[src/mbhr_pkg.sv]
// ----------------------------------------------------------------------------
// mbhr_pkg
// Types and constants of the holding register slave: sequencer states,
// response kinds, function and exception codes.
// ----------------------------------------------------------------------------
package mbhr_pkg;

  typedef enum logic [5:0] {
    ST_RX    = 6'b000001,
    ST_CHECK = 6'b000010,
    ST_WRA   = 6'b000100,
    ST_WRB   = 6'b001000,
    ST_WRC   = 6'b010000,
    ST_EMIT  = 6'b100000
  } state_t;

  typedef enum logic [1:0] {
    RSP_EXC  = 2'd0,
    RSP_READ = 2'd1,
    RSP_ECHO = 2'd2
  } rsp_t;

  localparam logic [7:0] FC_READ_COILS  = 8'h01;
  localparam logic [7:0] FC_READ_DISC   = 8'h02;
  localparam logic [7:0] FC_READ_HOLD   = 8'h03;
  localparam logic [7:0] FC_READ_INPUT  = 8'h04;
  localparam logic [7:0] FC_WRITE_COIL  = 8'h05;
  localparam logic [7:0] FC_WRITE_REG   = 8'h06;
  localparam logic [7:0] FC_WRITE_COILS = 8'h0F;
  localparam logic [7:0] FC_WRITE_REGS  = 8'h10;

  localparam logic [7:0] EXC_FLAG          = 8'h80;
  localparam logic [7:0] EXC_ILLEGAL_FUNC  = 8'h01;
  localparam logic [7:0] EXC_ILLEGAL_ADDR  = 8'h02;
  localparam logic [7:0] EXC_ILLEGAL_VALUE = 8'h03;

  localparam logic [15:0] REG_BASE = 16'h0100;

  // Frame layout
  localparam int HDR_BYTES     = 6;  // address, function, two words
  localparam int WM_DATA_OFS   = 7;  // first data byte of a multiple write
  localparam int MIN_FIXED_LEN = 8;  // shortest read or single write, CRC included
  localparam int MIN_WM_LEN    = 9;  // multiple write without data

endpackage

[src/modbus_holding_register_slave_top.sv]
// ----------------------------------------------------------------------------
// modbus_holding_register_slave_top
// Modbus RTU slave over a file of holding registers (read, single write,
// multiple write), fed one request byte per item, answering without CRC.
// ----------------------------------------------------------------------------
// Usage:
// - in_*: one received frame byte per item, CRC bytes included. in_tlast marks
//   the last byte; in_tuser carries the receiver's CRC verdict with it.
// - out_*: response bytes, one per item, out_tlast on the final byte. The
//   transmitter appends the CRC. Dropped frames produce no item at all.
// - cfg_*: writes the station address; always ready, write it while idle.
// Timing:
// - Bytes that are not the last are taken one per cycle; in_tready stays high.
// - After the last byte, a decode state, then the response bytes leave one
//   per cycle from the output register while the receiver takes them. A
//   multiple write first spends three steps per register on the frame buffer
//   port (read high byte, read low byte, store).
// - in_tready is low from the last byte until the final response byte has
//   been loaded; that byte may still wait in the output register while the
//   next frame starts.
// - A stalled receiver holds the output register and the emit sequencer.
// Reset: synchronous, active low. Clears the holding registers, frame flags
// and the output valid flag; the station address returns to 1.
// ----------------------------------------------------------------------------
module modbus_holding_register_slave_top
  import mbhr_pkg::*;
#(
  parameter int HOLDING_REGS = 30,
  parameter int FRAME_BYTES  = 128
) (
  input  logic       clk,
  input  logic       rst_n,
  // request bytes
  input  logic       in_tvalid,
  output logic       in_tready,
  input  logic [7:0] in_tdata,   // [7:0] rx_byte
  input  logic       in_tlast,   // frame_end
  input  logic       in_tuser,   // [0] crc_ok
  // response bytes
  output logic       out_tvalid,
  input  logic       out_tready,
  output logic [7:0] out_tdata,  // [7:0] tx_byte
  output logic       out_tlast,  // last
  // station address
  input  logic       cfg_valid,
  output logic       cfg_ready,
  input  logic [7:0] cfg_data    // [7:0] slave_address
);

  localparam int AW = $clog2(FRAME_BYTES);
  localparam int IW = (HOLDING_REGS > 1) ? $clog2(HOLDING_REGS) : 1;
  localparam int CW = IW + 1;
  localparam int LW = $clog2(2 * HOLDING_REGS + 3);

  state_t state_r, state_nxt;

  logic [7:0]    slave_addr_r;
  logic [7:0]    byte_cnt_r, byte_cnt_nxt;
  logic          mismatch_r, mismatch_nxt;
  logic          ovf_r, ovf_nxt;
  logic          crc_ok_r, crc_ok_nxt;
  logic [7:0]    hdr_r [HDR_BYTES];
  rsp_t          rsp_r, rsp_nxt;
  logic [7:0]    code_r, code_nxt;
  logic [7:0]    err_r, err_nxt;
  logic [CW-1:0] cnt_r, cnt_nxt;
  logic [IW-1:0] wp_r, wp_nxt;
  logic [AW-1:0] rp_r, rp_nxt;
  logic [7:0]    hi_r, hi_nxt;
  logic [LW-1:0] k_r, k_nxt;
  logic [LW-1:0] last_idx_r, last_idx_nxt;
  logic          lo_r, lo_nxt;
  logic          out_valid_r, out_valid_nxt;
  logic [7:0]    out_data_r, out_data_nxt;
  logic          out_last_r, out_last_nxt;

  logic [7:0]    fbuf [FRAME_BYTES];
  logic [7:0]    rd_data_r;
  logic [AW-1:0] rd_addr;
  logic          mem_we;

  logic          in_acc;
  logic          store_ok;
  logic          hdr_we;
  logic [7:0]    hv [HDR_BYTES];
  logic [7:0]    fc;
  logic [15:0]   start;
  logic [15:0]   count;
  logic [16:0]   span;
  logic [17:0]   wm_need;
  logic          range_bad;
  logic          idx_bad;
  logic          short_fixed;
  logic          short_wm;
  logic          known_fc;
  logic          drop;

  logic          st_we;
  logic [IW-1:0] st_waddr;
  logic [15:0]   st_wdata;
  logic [15:0]   st_rdata;
  logic          emit_go;
  logic [7:0]    emit_byte;

  assign cfg_ready  = 1'b1;
  assign in_tready  = (state_r == ST_RX);
  assign in_acc     = in_tvalid && in_tready;
  assign out_tvalid = out_valid_r;
  assign out_tdata  = out_data_r;
  assign out_tlast  = out_last_r;

  // Store a byte while it fits and nothing of this frame has been lost yet
  assign store_ok = ({1'b0, byte_cnt_r} < 9'(FRAME_BYTES)) && !ovf_r;
  assign mem_we   = in_acc && store_ok;
  assign hdr_we   = in_acc && (byte_cnt_r < 8'(HDR_BYTES));

  // Header bytes beyond the received length read as zero
  always_comb begin
    for (int i = 0; i < HDR_BYTES; i++) begin
      hv[i] = (byte_cnt_r > 8'(i)) ? hdr_r[i] : 8'h00;
    end
  end

  // Decode terms, valid in the check cycle
  assign fc          = hv[1];
  assign start       = {hv[2], hv[3]} - REG_BASE;
  assign count       = {hv[4], hv[5]};
  assign span        = {1'b0, start} + {1'b0, count};
  assign range_bad   = span > 17'(HOLDING_REGS);
  assign idx_bad     = start >= 16'(HOLDING_REGS);
  assign short_fixed = byte_cnt_r < 8'(MIN_FIXED_LEN);
  assign wm_need     = 18'(MIN_WM_LEN) + {1'b0, count, 1'b0};
  assign short_wm    = {10'b0, byte_cnt_r} < wm_need;
  assign known_fc    = (fc == FC_READ_COILS) || (fc == FC_READ_DISC) ||
                       (fc == FC_READ_HOLD) || (fc == FC_READ_INPUT) ||
                       (fc == FC_WRITE_COIL) || (fc == FC_WRITE_REG) ||
                       (fc == FC_WRITE_COILS) || (fc == FC_WRITE_REGS);
  assign drop        = mismatch_r || ovf_r || (byte_cnt_r < 8'd2) ||
                       !known_fc || !crc_ok_r;

  // Response byte at position k_r
  always_comb begin
    emit_byte = 8'h00;
    case (k_r)
      LW'(0): emit_byte = slave_addr_r;
      LW'(1): emit_byte = code_r;
      LW'(2): emit_byte = (rsp_r == RSP_ECHO) ? hdr_r[2] : err_r;
      default: begin
        if (rsp_r == RSP_READ) begin
          emit_byte = lo_r ? st_rdata[7:0] : st_rdata[15:8];
        end else if (k_r == LW'(3)) begin
          emit_byte = hdr_r[3];
        end else if (k_r == LW'(4)) begin
          emit_byte = hdr_r[4];
        end else begin
          emit_byte = hdr_r[5];
        end
      end
    endcase
  end

  assign emit_go = (state_r == ST_EMIT) && (!out_valid_r || out_tready);

  // Sequencer
  always_comb begin
    state_nxt     = state_r;
    byte_cnt_nxt  = byte_cnt_r;
    mismatch_nxt  = mismatch_r;
    ovf_nxt       = ovf_r;
    crc_ok_nxt    = crc_ok_r;
    rsp_nxt       = rsp_r;
    code_nxt      = code_r;
    err_nxt       = err_r;
    cnt_nxt       = cnt_r;
    wp_nxt        = wp_r;
    rp_nxt        = rp_r;
    hi_nxt        = hi_r;
    k_nxt         = k_r;
    last_idx_nxt  = last_idx_r;
    lo_nxt        = lo_r;
    out_valid_nxt = out_valid_r && !out_tready;
    out_data_nxt  = out_data_r;
    out_last_nxt  = out_last_r;
    rd_addr       = rp_r;
    st_we         = 1'b0;
    st_waddr      = wp_r;
    st_wdata      = {hi_r, rd_data_r};

    case (state_r)
      ST_RX: begin
        if (in_acc) begin
          if (byte_cnt_r == 8'd0) begin
            mismatch_nxt = (in_tdata != slave_addr_r);
          end
          if (!store_ok) begin
            ovf_nxt = 1'b1;
          end
          if (byte_cnt_r != 8'hFF) begin
            byte_cnt_nxt = byte_cnt_r + 8'd1;
          end else begin
            ovf_nxt = 1'b1;
          end
          if (in_tlast) begin
            crc_ok_nxt = in_tuser;
            state_nxt  = ST_CHECK;
          end
        end
      end

      ST_CHECK: begin
        // End of frame: clear the frame flags whatever the verdict
        byte_cnt_nxt = '0;
        mismatch_nxt = 1'b0;
        ovf_nxt      = 1'b0;
        k_nxt        = '0;
        lo_nxt       = 1'b0;
        code_nxt     = fc | EXC_FLAG;
        rsp_nxt      = RSP_EXC;
        last_idx_nxt = LW'(2);
        wp_nxt       = start[IW-1:0];
        cnt_nxt      = count[CW-1:0];
        rp_nxt       = AW'(WM_DATA_OFS);
        state_nxt    = ST_EMIT;
        if (drop) begin
          state_nxt = ST_RX;
        end else if (fc == FC_READ_HOLD) begin
          if (range_bad) begin
            err_nxt = EXC_ILLEGAL_ADDR;
          end else if (short_fixed) begin
            err_nxt = EXC_ILLEGAL_VALUE;
          end else begin
            rsp_nxt      = RSP_READ;
            code_nxt     = fc;
            err_nxt      = {count[6:0], 1'b0};
            last_idx_nxt = LW'(2) + {count[LW-2:0], 1'b0};
          end
        end else if (fc == FC_WRITE_REG) begin
          if (idx_bad) begin
            err_nxt = EXC_ILLEGAL_ADDR;
          end else if (short_fixed) begin
            err_nxt = EXC_ILLEGAL_VALUE;
          end else begin
            st_we        = 1'b1;
            st_waddr     = start[IW-1:0];
            st_wdata     = count;
            rsp_nxt      = RSP_ECHO;
            code_nxt     = fc;
            last_idx_nxt = LW'(5);
          end
        end else if (fc == FC_WRITE_REGS) begin
          if (range_bad) begin
            err_nxt = EXC_ILLEGAL_ADDR;
          end else if (short_wm) begin
            err_nxt = EXC_ILLEGAL_VALUE;
          end else begin
            rsp_nxt      = RSP_ECHO;
            code_nxt     = fc;
            last_idx_nxt = LW'(5);
            if (count != 16'd0) begin
              state_nxt = ST_WRA;
            end
          end
        end else begin
          err_nxt = EXC_ILLEGAL_FUNC;
        end
      end

      // Multiple write: fetch high byte, fetch low byte, store the word
      ST_WRA: begin
        state_nxt = ST_WRB;
      end

      ST_WRB: begin
        hi_nxt    = rd_data_r;
        rd_addr   = rp_r + AW'(1);
        state_nxt = ST_WRC;
      end

      ST_WRC: begin
        st_we   = 1'b1;
        wp_nxt  = wp_r + IW'(1);
        rp_nxt  = rp_r + AW'(2);
        cnt_nxt = cnt_r - CW'(1);
        if (cnt_r == CW'(1)) begin
          state_nxt = ST_EMIT;
        end else begin
          state_nxt = ST_WRA;
        end
      end

      ST_EMIT: begin
        if (emit_go) begin
          out_valid_nxt = 1'b1;
          out_data_nxt  = emit_byte;
          out_last_nxt  = (k_r == last_idx_r);
          k_nxt         = k_r + LW'(1);
          // Advance to the next register after its low byte
          if ((rsp_r == RSP_READ) && (k_r >= LW'(3))) begin
            lo_nxt = !lo_r;
            if (lo_r) begin
              wp_nxt = wp_r + IW'(1);
            end
          end
          if (k_r == last_idx_r) begin
            state_nxt = ST_RX;
          end
        end
      end

      default: begin
        state_nxt = ST_RX;
      end
    endcase
  end

  always_ff @(posedge clk) begin
    if (!rst_n) begin
      state_r      <= ST_RX;
      slave_addr_r <= 8'd1;
      byte_cnt_r   <= '0;
      mismatch_r   <= 1'b0;
      ovf_r        <= 1'b0;
      out_valid_r  <= 1'b0;
    end else begin
      state_r     <= state_nxt;
      byte_cnt_r  <= byte_cnt_nxt;
      mismatch_r  <= mismatch_nxt;
      ovf_r       <= ovf_nxt;
      out_valid_r <= out_valid_nxt;
      if (cfg_valid && cfg_ready) begin
        slave_addr_r <= cfg_data;
      end
    end
  end

  // Payload registers
  always_ff @(posedge clk) begin
    crc_ok_r   <= crc_ok_nxt;
    rsp_r      <= rsp_nxt;
    code_r     <= code_nxt;
    err_r      <= err_nxt;
    cnt_r      <= cnt_nxt;
    wp_r       <= wp_nxt;
    rp_r       <= rp_nxt;
    hi_r       <= hi_nxt;
    k_r        <= k_nxt;
    last_idx_r <= last_idx_nxt;
    lo_r       <= lo_nxt;
    out_data_r <= out_data_nxt;
    out_last_r <= out_last_nxt;
    if (state_r == ST_CHECK) begin
      // Hold the zero-masked header for the echo
      for (int i = 0; i < HDR_BYTES; i++) begin
        hdr_r[i] <= hv[i];
      end
    end else if (hdr_we) begin
      hdr_r[byte_cnt_r[2:0]] <= in_tdata;
    end
  end

  // Frame buffer
  always_ff @(posedge clk) begin
    if (mem_we) begin
      fbuf[byte_cnt_r[AW-1:0]] <= in_tdata;
    end
    rd_data_r <= fbuf[rd_addr];
  end

  mbhr_store #(
    .DEPTH (HOLDING_REGS),
    .IW    (IW)
  ) u_store (
    .clk   (clk),
    .rst_n (rst_n),
    .we    (st_we),
    .waddr (st_waddr),
    .wdata (st_wdata),
    .raddr (wp_r),
    .rdata (st_rdata)
  );

endmodule

[src/mbhr_store.sv]
// ----------------------------------------------------------------------------
// mbhr_store
// Holding register file: one write and one read port, cleared by reset.
// ----------------------------------------------------------------------------
module mbhr_store #(
  parameter int DEPTH = 30,
  parameter int IW    = 5
) (
  input  logic          clk,
  input  logic          rst_n,
  input  logic          we,
  input  logic [IW-1:0] waddr,
  input  logic [15:0]   wdata,
  input  logic [IW-1:0] raddr,
  output logic [15:0]   rdata
);

  logic [15:0] regs_r [DEPTH];

  always_ff @(posedge clk) begin
    if (!rst_n) begin
      for (int i = 0; i < DEPTH; i++) begin
        regs_r[i] <= '0;
      end
    end else if (we && (int'(waddr) < DEPTH)) begin
      regs_r[waddr] <= wdata;
    end
  end

  assign rdata = (int'(raddr) < DEPTH) ? regs_r[raddr] : '0;

endmodule

[config.mk]
export PLATFORM = sky130hd
export DESIGN_NAME = modbus_holding_register_slave_top
export DESIGN_NICKNAME = d
export VERILOG_FILES = /design/src/mbhr_pkg.sv /design/src/modbus_holding_register_slave_top.sv /design/src/mbhr_store.sv
export SDC_FILE = /design/constraint.sdc
export NUM_CORES = 2
export LEC_CHECK = 0
export BUFFER_PORTS_ARGS = -buffer_cell sky130_fd_sc_hd__buf_2
export CAP_MARGIN = 20
export CORE_MARGIN = 3
export CORE_UTILIZATION = 40
export CTS_CLUSTER_DIAMETER = 50
export CTS_CLUSTER_SIZE = 40
export DETAILED_ROUTE_END_ITERATION = 10
export GPL_ROUTABILITY_DRIVEN = 0
export PLACE_DENSITY = 0.65
export RECOVER_POWER = 100
export SYNTH_ARGS = -nofsm -noshare
export SYNTH_HDL_FRONTEND = slang
export SYNTH_SLANG_ARGS = --single-unit
[constraint.sdc]
create_clock -name clk -period 5.65 [get_ports clk]
set_input_delay 0.8475 -clock clk [delete_from_list [all_inputs] [get_ports clk]]
set_output_delay 0.8475 -clock clk [all_outputs]
set_load 0.05 [all_outputs]
# Yosys cells after proc, flatten, opt, wreduce, memory -nomap -nowiden
# Memory sizes are Yosys's and may differ from the RTL's. A register that Yosys moved wholly into a read port is not among the register bits.
# Cells that the tools add are included.
[word_totals] out_inout_bits=12 ff_bits=92 mem_count=3 wordCells=254 ram_bits=1552
[op_classes] reduce_logical=46 magnitude_cmp=16 eq_ne=36 n_addsub=10 n_bitwise=1 muxes=122
[memory_table] memory="fbuf" depth=128 width=8 rd=1 rd_ports_with_merged_regs=1 write_ports=1 line="modbus_holding_register_slave_top.sv:77" source="logic [7:0] fbuf [FRAME_BYTES];"
[memory_table] memory="u_store.regs_r" depth=30 width=16 rd=1 rd_ports_with_merged_regs=1 write_ports=30 line="mbhr_store.sv:18" source="logic [15:0] regs_r [DEPTH];"
[memory_table] memory="hdr_r" depth=6 width=8 rd=5 rd_ports_with_merged_regs=0 write_ports=6 line="modbus_holding_register_slave_top.sv:62" source="logic [7:0] hdr_r [HDR_BYTES];"
[ops] cell="8-bit 2-to-1 mux" n=31
[ops] cell="16-bit 2-to-1 mux" n=8
[ops] cell="6-bit 2-to-1 mux" n=17
[ops] cell="5-bit 2-to-1 mux" n=11
[ops] cell="6-bit case mux with 6 select lines" n=1
[ops] cell="1-bit 2-to-1 mux" n=29
[ops] cell="8-bit by 3-bit == test with 1-bit output (second input constant)" n=3
[ops] cell="6-bit case mux with 2 select lines" n=2
[ops] cell="8-bit case mux with 3 select lines" n=1
[ops] cell="4-bit by 17-bit adder with 18-bit output (first input constant)" n=1
[ops] cell="6-bit by 1-bit == test with 1-bit output (second input constant)" n=3
[ops] cell="6-bit by 2-bit == test with 1-bit output (second input constant)" n=3
[ops] cell="8-bit by 18-bit < comparator with 1-bit output" n=1
[ops] cell="3-bit 2-to-1 mux" n=6
[ops] cell="16-bit by 16-bit adder with 17-bit output" n=1
[ops] cell="17-bit by 5-bit greater-than comparator with 1-bit output (second input constant)" n=1
[ops] cell="8-bit by 2-bit == test with 1-bit output (second input constant)" n=2
[ops] cell="16-bit by 5-bit greater-or-equal comparator with 1-bit output (second input constant)" n=1
[ops] cell="8-bit by 1-bit greater-than comparator with 1-bit output (second input constant)" n=2
[ops] cell="8-bit by 2-bit greater-than comparator with 1-bit output (second input constant)" n=2
[ops] cell="8-bit by 3-bit greater-than comparator with 1-bit output (second input constant)" n=2
[ops] cell="8-bit case mux with 2 select lines" n=1
[ops] cell="16-bit nonzero test" n=1
[ops] cell="16-bit OR reduction" n=1
[ops] cell="other kinds (49)" n=100

# Longest topological paths before layout
[depth] ltp_word=22 ltp_mapped=21 ltp_nobuf=17

# By module
# From an unflattened synthesis, not the netlist that was laid out.
[hier_totals] cells_unflattened=4449 hier_area_um2=71857.7
[modules_own_cells] module="modbus_holding_register_slave_top" area_each_um2=48670.4 n_inst=1 cells_per_inst=2949
[modules_own_cells] module="mbhr_store" area_each_um2=23187.2 n_inst=1 cells_per_inst=1500

# Worst setup path after synthesis
# OpenSTA, ideal clock, no wires.
[synth_timing] path_kind="reg2reg" start="register byte_cnt_r[0]" end="register err_r[0] (enable)" t_arrival_ps=4808 slack_ps=533 synth_period_minus_slack_ps=5117 setup_ps=309 required_ps=5341 stages_incl_launch_ff=20 n_path_buf=2 cell_sequence="dfxtp_1 > clkbuf_1 > inv_1 > ha_1 > nor3b_1 > or3_1 > clkbuf_1 > nand2_1 > inv_1 > ha_1 > inv_1 > fa_1 > nand2b_1 > a21oi_1 > o2111ai_1 > mux2i_1 > nor4_1 > nand4_1 > o41ai_1 > nor2_1"
[synth_via] elab_chain_len=15
[synth_rtl] item="from (decl)" line="modbus_holding_register_slave_top.sv:58" source="logic [7:0] byte_cnt_r, byte_cnt_nxt;"
[synth_rtl] item="from (signal assigned)" line="modbus_holding_register_slave_top.sv:326" source="byte_cnt_r <= byte_cnt_nxt;"
[synth_rtl] item="branches (longest 14 deep; another with 16-bit by 16-bit adder with 17-bit output)"
[synth_rtl] item="4-bit AND reduction (no source line) *"
[synth_rtl] item="to (signal assigned)" line="modbus_holding_register_slave_top.sv:341" source="err_r <= err_nxt;"
[synth_rtl] item="to (decl)" line="modbus_holding_register_slave_top.sv:65" source="logic [7:0] err_r, err_nxt;"
# Every way passes the cells marked *.
# A chain may end at the register's enable or synchronous reset.

==> impl_summary.log <==
[metrics] dominant cells by area after synthesis: edfxtp_1, mux4_2, nor2_1, nand2_1, dfxtp_1
[metrics] Crit path arrival time: 5900 ps
[metrics] count of filler cells inserted in the layout: 15,030
[metrics] RSZ-0062 raised after global routing: false
[metrics] detailed-route wire length per cell: 27.03 um
[metrics] CTS H-tree depth: 4
[metrics] Core Rows: 153
[metrics] number of register bits inferred by synthesis: 1,679
[metrics] power density over cell area: 326.9 nW/um^2
[metrics] minimum clock period: 5415 ps
[metrics] clock slew seen by the registers of the worst setup and hold paths: 60 ps
[metrics] GRT Total Usage: 20.09%
[metrics] height of the die: 427.3 um
[metrics] critical path endpoint category: flop
[metrics] share of cell area taken by muxes after synthesis: 14.71%
[metrics] cell type with the highest aggregate area in the netlist: edfxtp_1
[metrics] width of the die: 427.3 um
[metrics] number of distinct library cells after synthesis: 89
[metrics] highest achievable clock rate: 0.1847 GHz
[metrics] via count of the routed design: 39,580
[metrics] final net count: 4,435
[metrics] Post-Layout Inst Area: 79,000 sq um
[metrics] total congestion overflow after global routing: 0
[metrics] Lkg Pwr: 25.60 nW
[metrics] CTS tree: done
[metrics] category of the worst setup path launch point: flop
[metrics] EDFF count, synth: 1,641
[metrics] clock insertion delay at the later pin of the skew report: 790 ps
[metrics] Synth Area in Adders: 0.7862%
[metrics] synthesized-area fraction occupied by ao, oa, aoi and oai cells: 2.926%
[metrics] root buf cell: clkbuf_16
[metrics] DRT Pass-1 Iters: 6
[metrics] number of buffers created by CTS: 138
[metrics] actual transition at the worst max-transition pin: 4770 ps
[metrics] post-synthesis share of cell area spent on and, or, nand and nor gates: 8.355%
[metrics] Hold WC Path Type: input pin to flop
[metrics] instance area after placement: 74,600 sq um
[metrics] most used flip-flop cell after synthesis: edfxtp_1
[metrics] tightest hold margin: 256.4 ps
[metrics] worst setup path category: flop to flop
[metrics] count of mapped cells out of synthesis: 4,291
[metrics] Fin. Hold Viols: 0
[metrics] outcome: finished with violations
[metrics] diode insertion count for antenna repair: 0
[metrics] post-route clock skew: 36.12 ps
[metrics] number of placed I/O pins: 35
[metrics] maximum number of pins on one net before global-route repair: 101
[metrics] total number of clock tree sinks: 1,679
[metrics] CTS max path bufs: 3
[metrics] final setup fails: 0
[metrics] initial antenna violation count: 9
[metrics] Core Box Area: 175,200 sq um
[metrics] initial cell density of the core: 40.52%
[metrics] worst vdd ir: 259.8 uV
[metrics] MaxCap Viol Count: 24
[metrics] mean number of vias per cell: 5.814
[metrics] total length of routed wires: 184.0 mm
[metrics] area fraction of the dominant cell type after synthesis: 69.42%
[metrics] worst-path maximum fanout: 24
[metrics] post-layout total power: 0.02583 W
[metrics] netlist area before placement: 70,980 sq um
[metrics] asr flop ratio synth: 0%
[metrics] setup TNS: 0 ps
[metrics] Residual DRC: 0
[metrics] fin. max-slew vios: 1,148
[metrics] count of yosys warnings during synthesis: 0
[metrics] share of layout cells above drive strength 1: 18.88%
[metrics] remaining number of nets flagged by the antenna check after routing: 0
[metrics] xor and xnor fraction of the mapped netlist area: 0.7016%
[metrics] post-synthesis sequential area ratio: 70.50%
[metrics] violated checks: max-capacitance violations, max-slew violations
[metrics] area growth from synthesis to final layout: 11.30%
[metrics] wire length of the first global-routing pass: 269.5 mm
[metrics] largest family of logic cells by synthesized area: multiplexers
[metrics] number of port buffers: 33
[metrics] post-route clock period utilization: 95.84%
[metrics] 1st-iter DRT viols: 4,438
[metrics] CP Data Required Time: 6140 ps
[metrics] area of the die: 182,500 sq um
[metrics] Max-Slew Margin vs Limit: -218.0%
[metrics] syn avg cell area: 16.54 sq um
[metrics] quantity of hold-fixing buffers added after cts: 0
[metrics] via count of the first global-routing pass: 39,030
[metrics] half-perimeter wire length of the detailed placement result: 115.9 mm
[state kept, by name (all words and copies together), names as in the netlist, named ones only]
signal / count
ovf_r: 1
crc_ok_r: 1
state_r: 6
wp_r: 5
u_store.regs_r: 512
hdr_r: 40
fbuf: 1024
out_tlast: 1
out_tdata: 8
mismatch_r: 1
k_r: 6
rp_r: 6
hi_r: 8
rsp_r: 1
cnt_r: 6
out_tvalid: 1
rd_data_r: 8
slave_addr_r: 8
lo_r: 1
err_r: 8
code_r: 8
byte_cnt_r: 8
last_idx_r: 6
[cells in the final DEF, fill, tap and decap left out, types with 25 or more instances in the layout]
cell / count
buf_4: 64
nand3_1: 85
clkbuf_1: 73
nand2_1: 318
mux4_2: 428
conb_1: 33
clkbuf_16: 144
nor2_1: 735
xnor2_1: 25
dfxtp_1: 35
a21oi_1: 57
o21ai_0: 59
xor2_1: 26
nand4_1: 41
inv_1: 70
nor3_1: 27
ha_1: 43
mux2i_1: 64
edfxtp_1: 1641
[per-layer routing]
layer / wire, um / vias up / track usage [%]
met5: 8 / - / 0
met4: 5505 / 2 / 6.108
met3: 15760 / 313 / 3.374
met2: 87390 / 1862 / 31.88
met1: 75340 / 20590 / 28.51
li1: - / 16810 / -
[Yosys cell counts (25+ instances only)]
| master | instances |
|---|---|
| a21oi_1 | 68 |
| and2_1 | 29 |
| buf_1 | 25 |
| buf_2 | 94 |
| clkbuf_1 | 147 |
| dfxtp_1 | 38 |
| edfxtp_1 | 1641 |
| ha_1 | 43 |
| inv_1 | 69 |
| mux2i_1 | 64 |
| mux4_2 | 428 |
| nand2_1 | 319 |
| nand3_1 | 78 |
| nand4_1 | 41 |
| nor2_1 | 735 |
| nor3_1 | 26 |
| o21ai_0 | 58 |
| xnor2_1 | 28 |
| xor2_1 | 27 |
[through the flow]
step	util [%]	cells	worst slack [ps]
floorplan	-	4322	533.5
global placement	42.50	6536	348.5
detailed placement	42.59	6544	339.9
CTS	45.34	6798	309.3
global route	45.10	6807	33.98
finish	45.10	6807	234.8
[worst paths after layout]
path                              start                            endpoint  slack (ps)  cells past startpoint
max          byte_cnt_r[3]$_SDFFE_PN0P_  u_store.regs_r[3][3]$_SDFFCE_PN0P_         230                     15
min                            in_tuser                  crc_ok_r$_DFFE_PP_         260                      1
max reg2reg  byte_cnt_r[3]$_SDFFE_PN0P_  u_store.regs_r[3][3]$_SDFFCE_PN0P_         230                     15
min reg2reg        rd_data_r[5]$_DFF_P_                   hi_r[5]$_DFFE_PP_         470                      0
[what timing repair did]
item	4_1_cts	5_1_grt
setup buffers	0	2
hold endpoints to repair	0	0
resized for setup	0	2
endpoints found under the setup margin	0	23
[power breakdown]
group / switching [W] / internal [W] / leakage, nW
clock network: 0.00489 / 0.00529 / 2.33
registers: 0.000156 / 0.0139 / 15.4
logic: 0.00101 / 0.000566 / 7.82
[cells by family after synthesis]
logic type,after synthesis
multiplexers,506
flip-flops,1679
other,2
adder cells (fa/ha/maj),44
AND/OR/NAND/NOR,1366
XOR/XNOR,56
buffers and inverters,343
AO/OA/AOI/OAI,295
[critical path: stages (launching register included)]
cell,delay [ps]
dfxtp_1,400
nor3_1,260
buf_4,200
nand3_1,70
buf_4,190
nand2_1,150
ha_1,340
nand2_1,110
a32oi_2,450
inv_1,120
nor3_1,490
nand4_1,150
clkbuf_4,290
a21oi_2,1330
clkbuf_2,450
nor2_1,80
[final cells by class]
| type | count | area [sq um] | area share, % |
|---|---|---|---|
| flip-flops and latches | 1679 | 50040 | 63.35 |
| multi-input cells | 2300 | 19710 | 24.95 |
| clock buffers | 153 | 3657 | 4.629 |
| well taps | 2325 | 2909 | 3.682 |
| repair buffers | 178 | 1239 | 1.568 |
| clock inverters | 101 | 1164 | 1.473 |
| inverters | 71 | 274.0 | 0.3468 |
No activity file was read; power rests on OpenSTA's default activity.
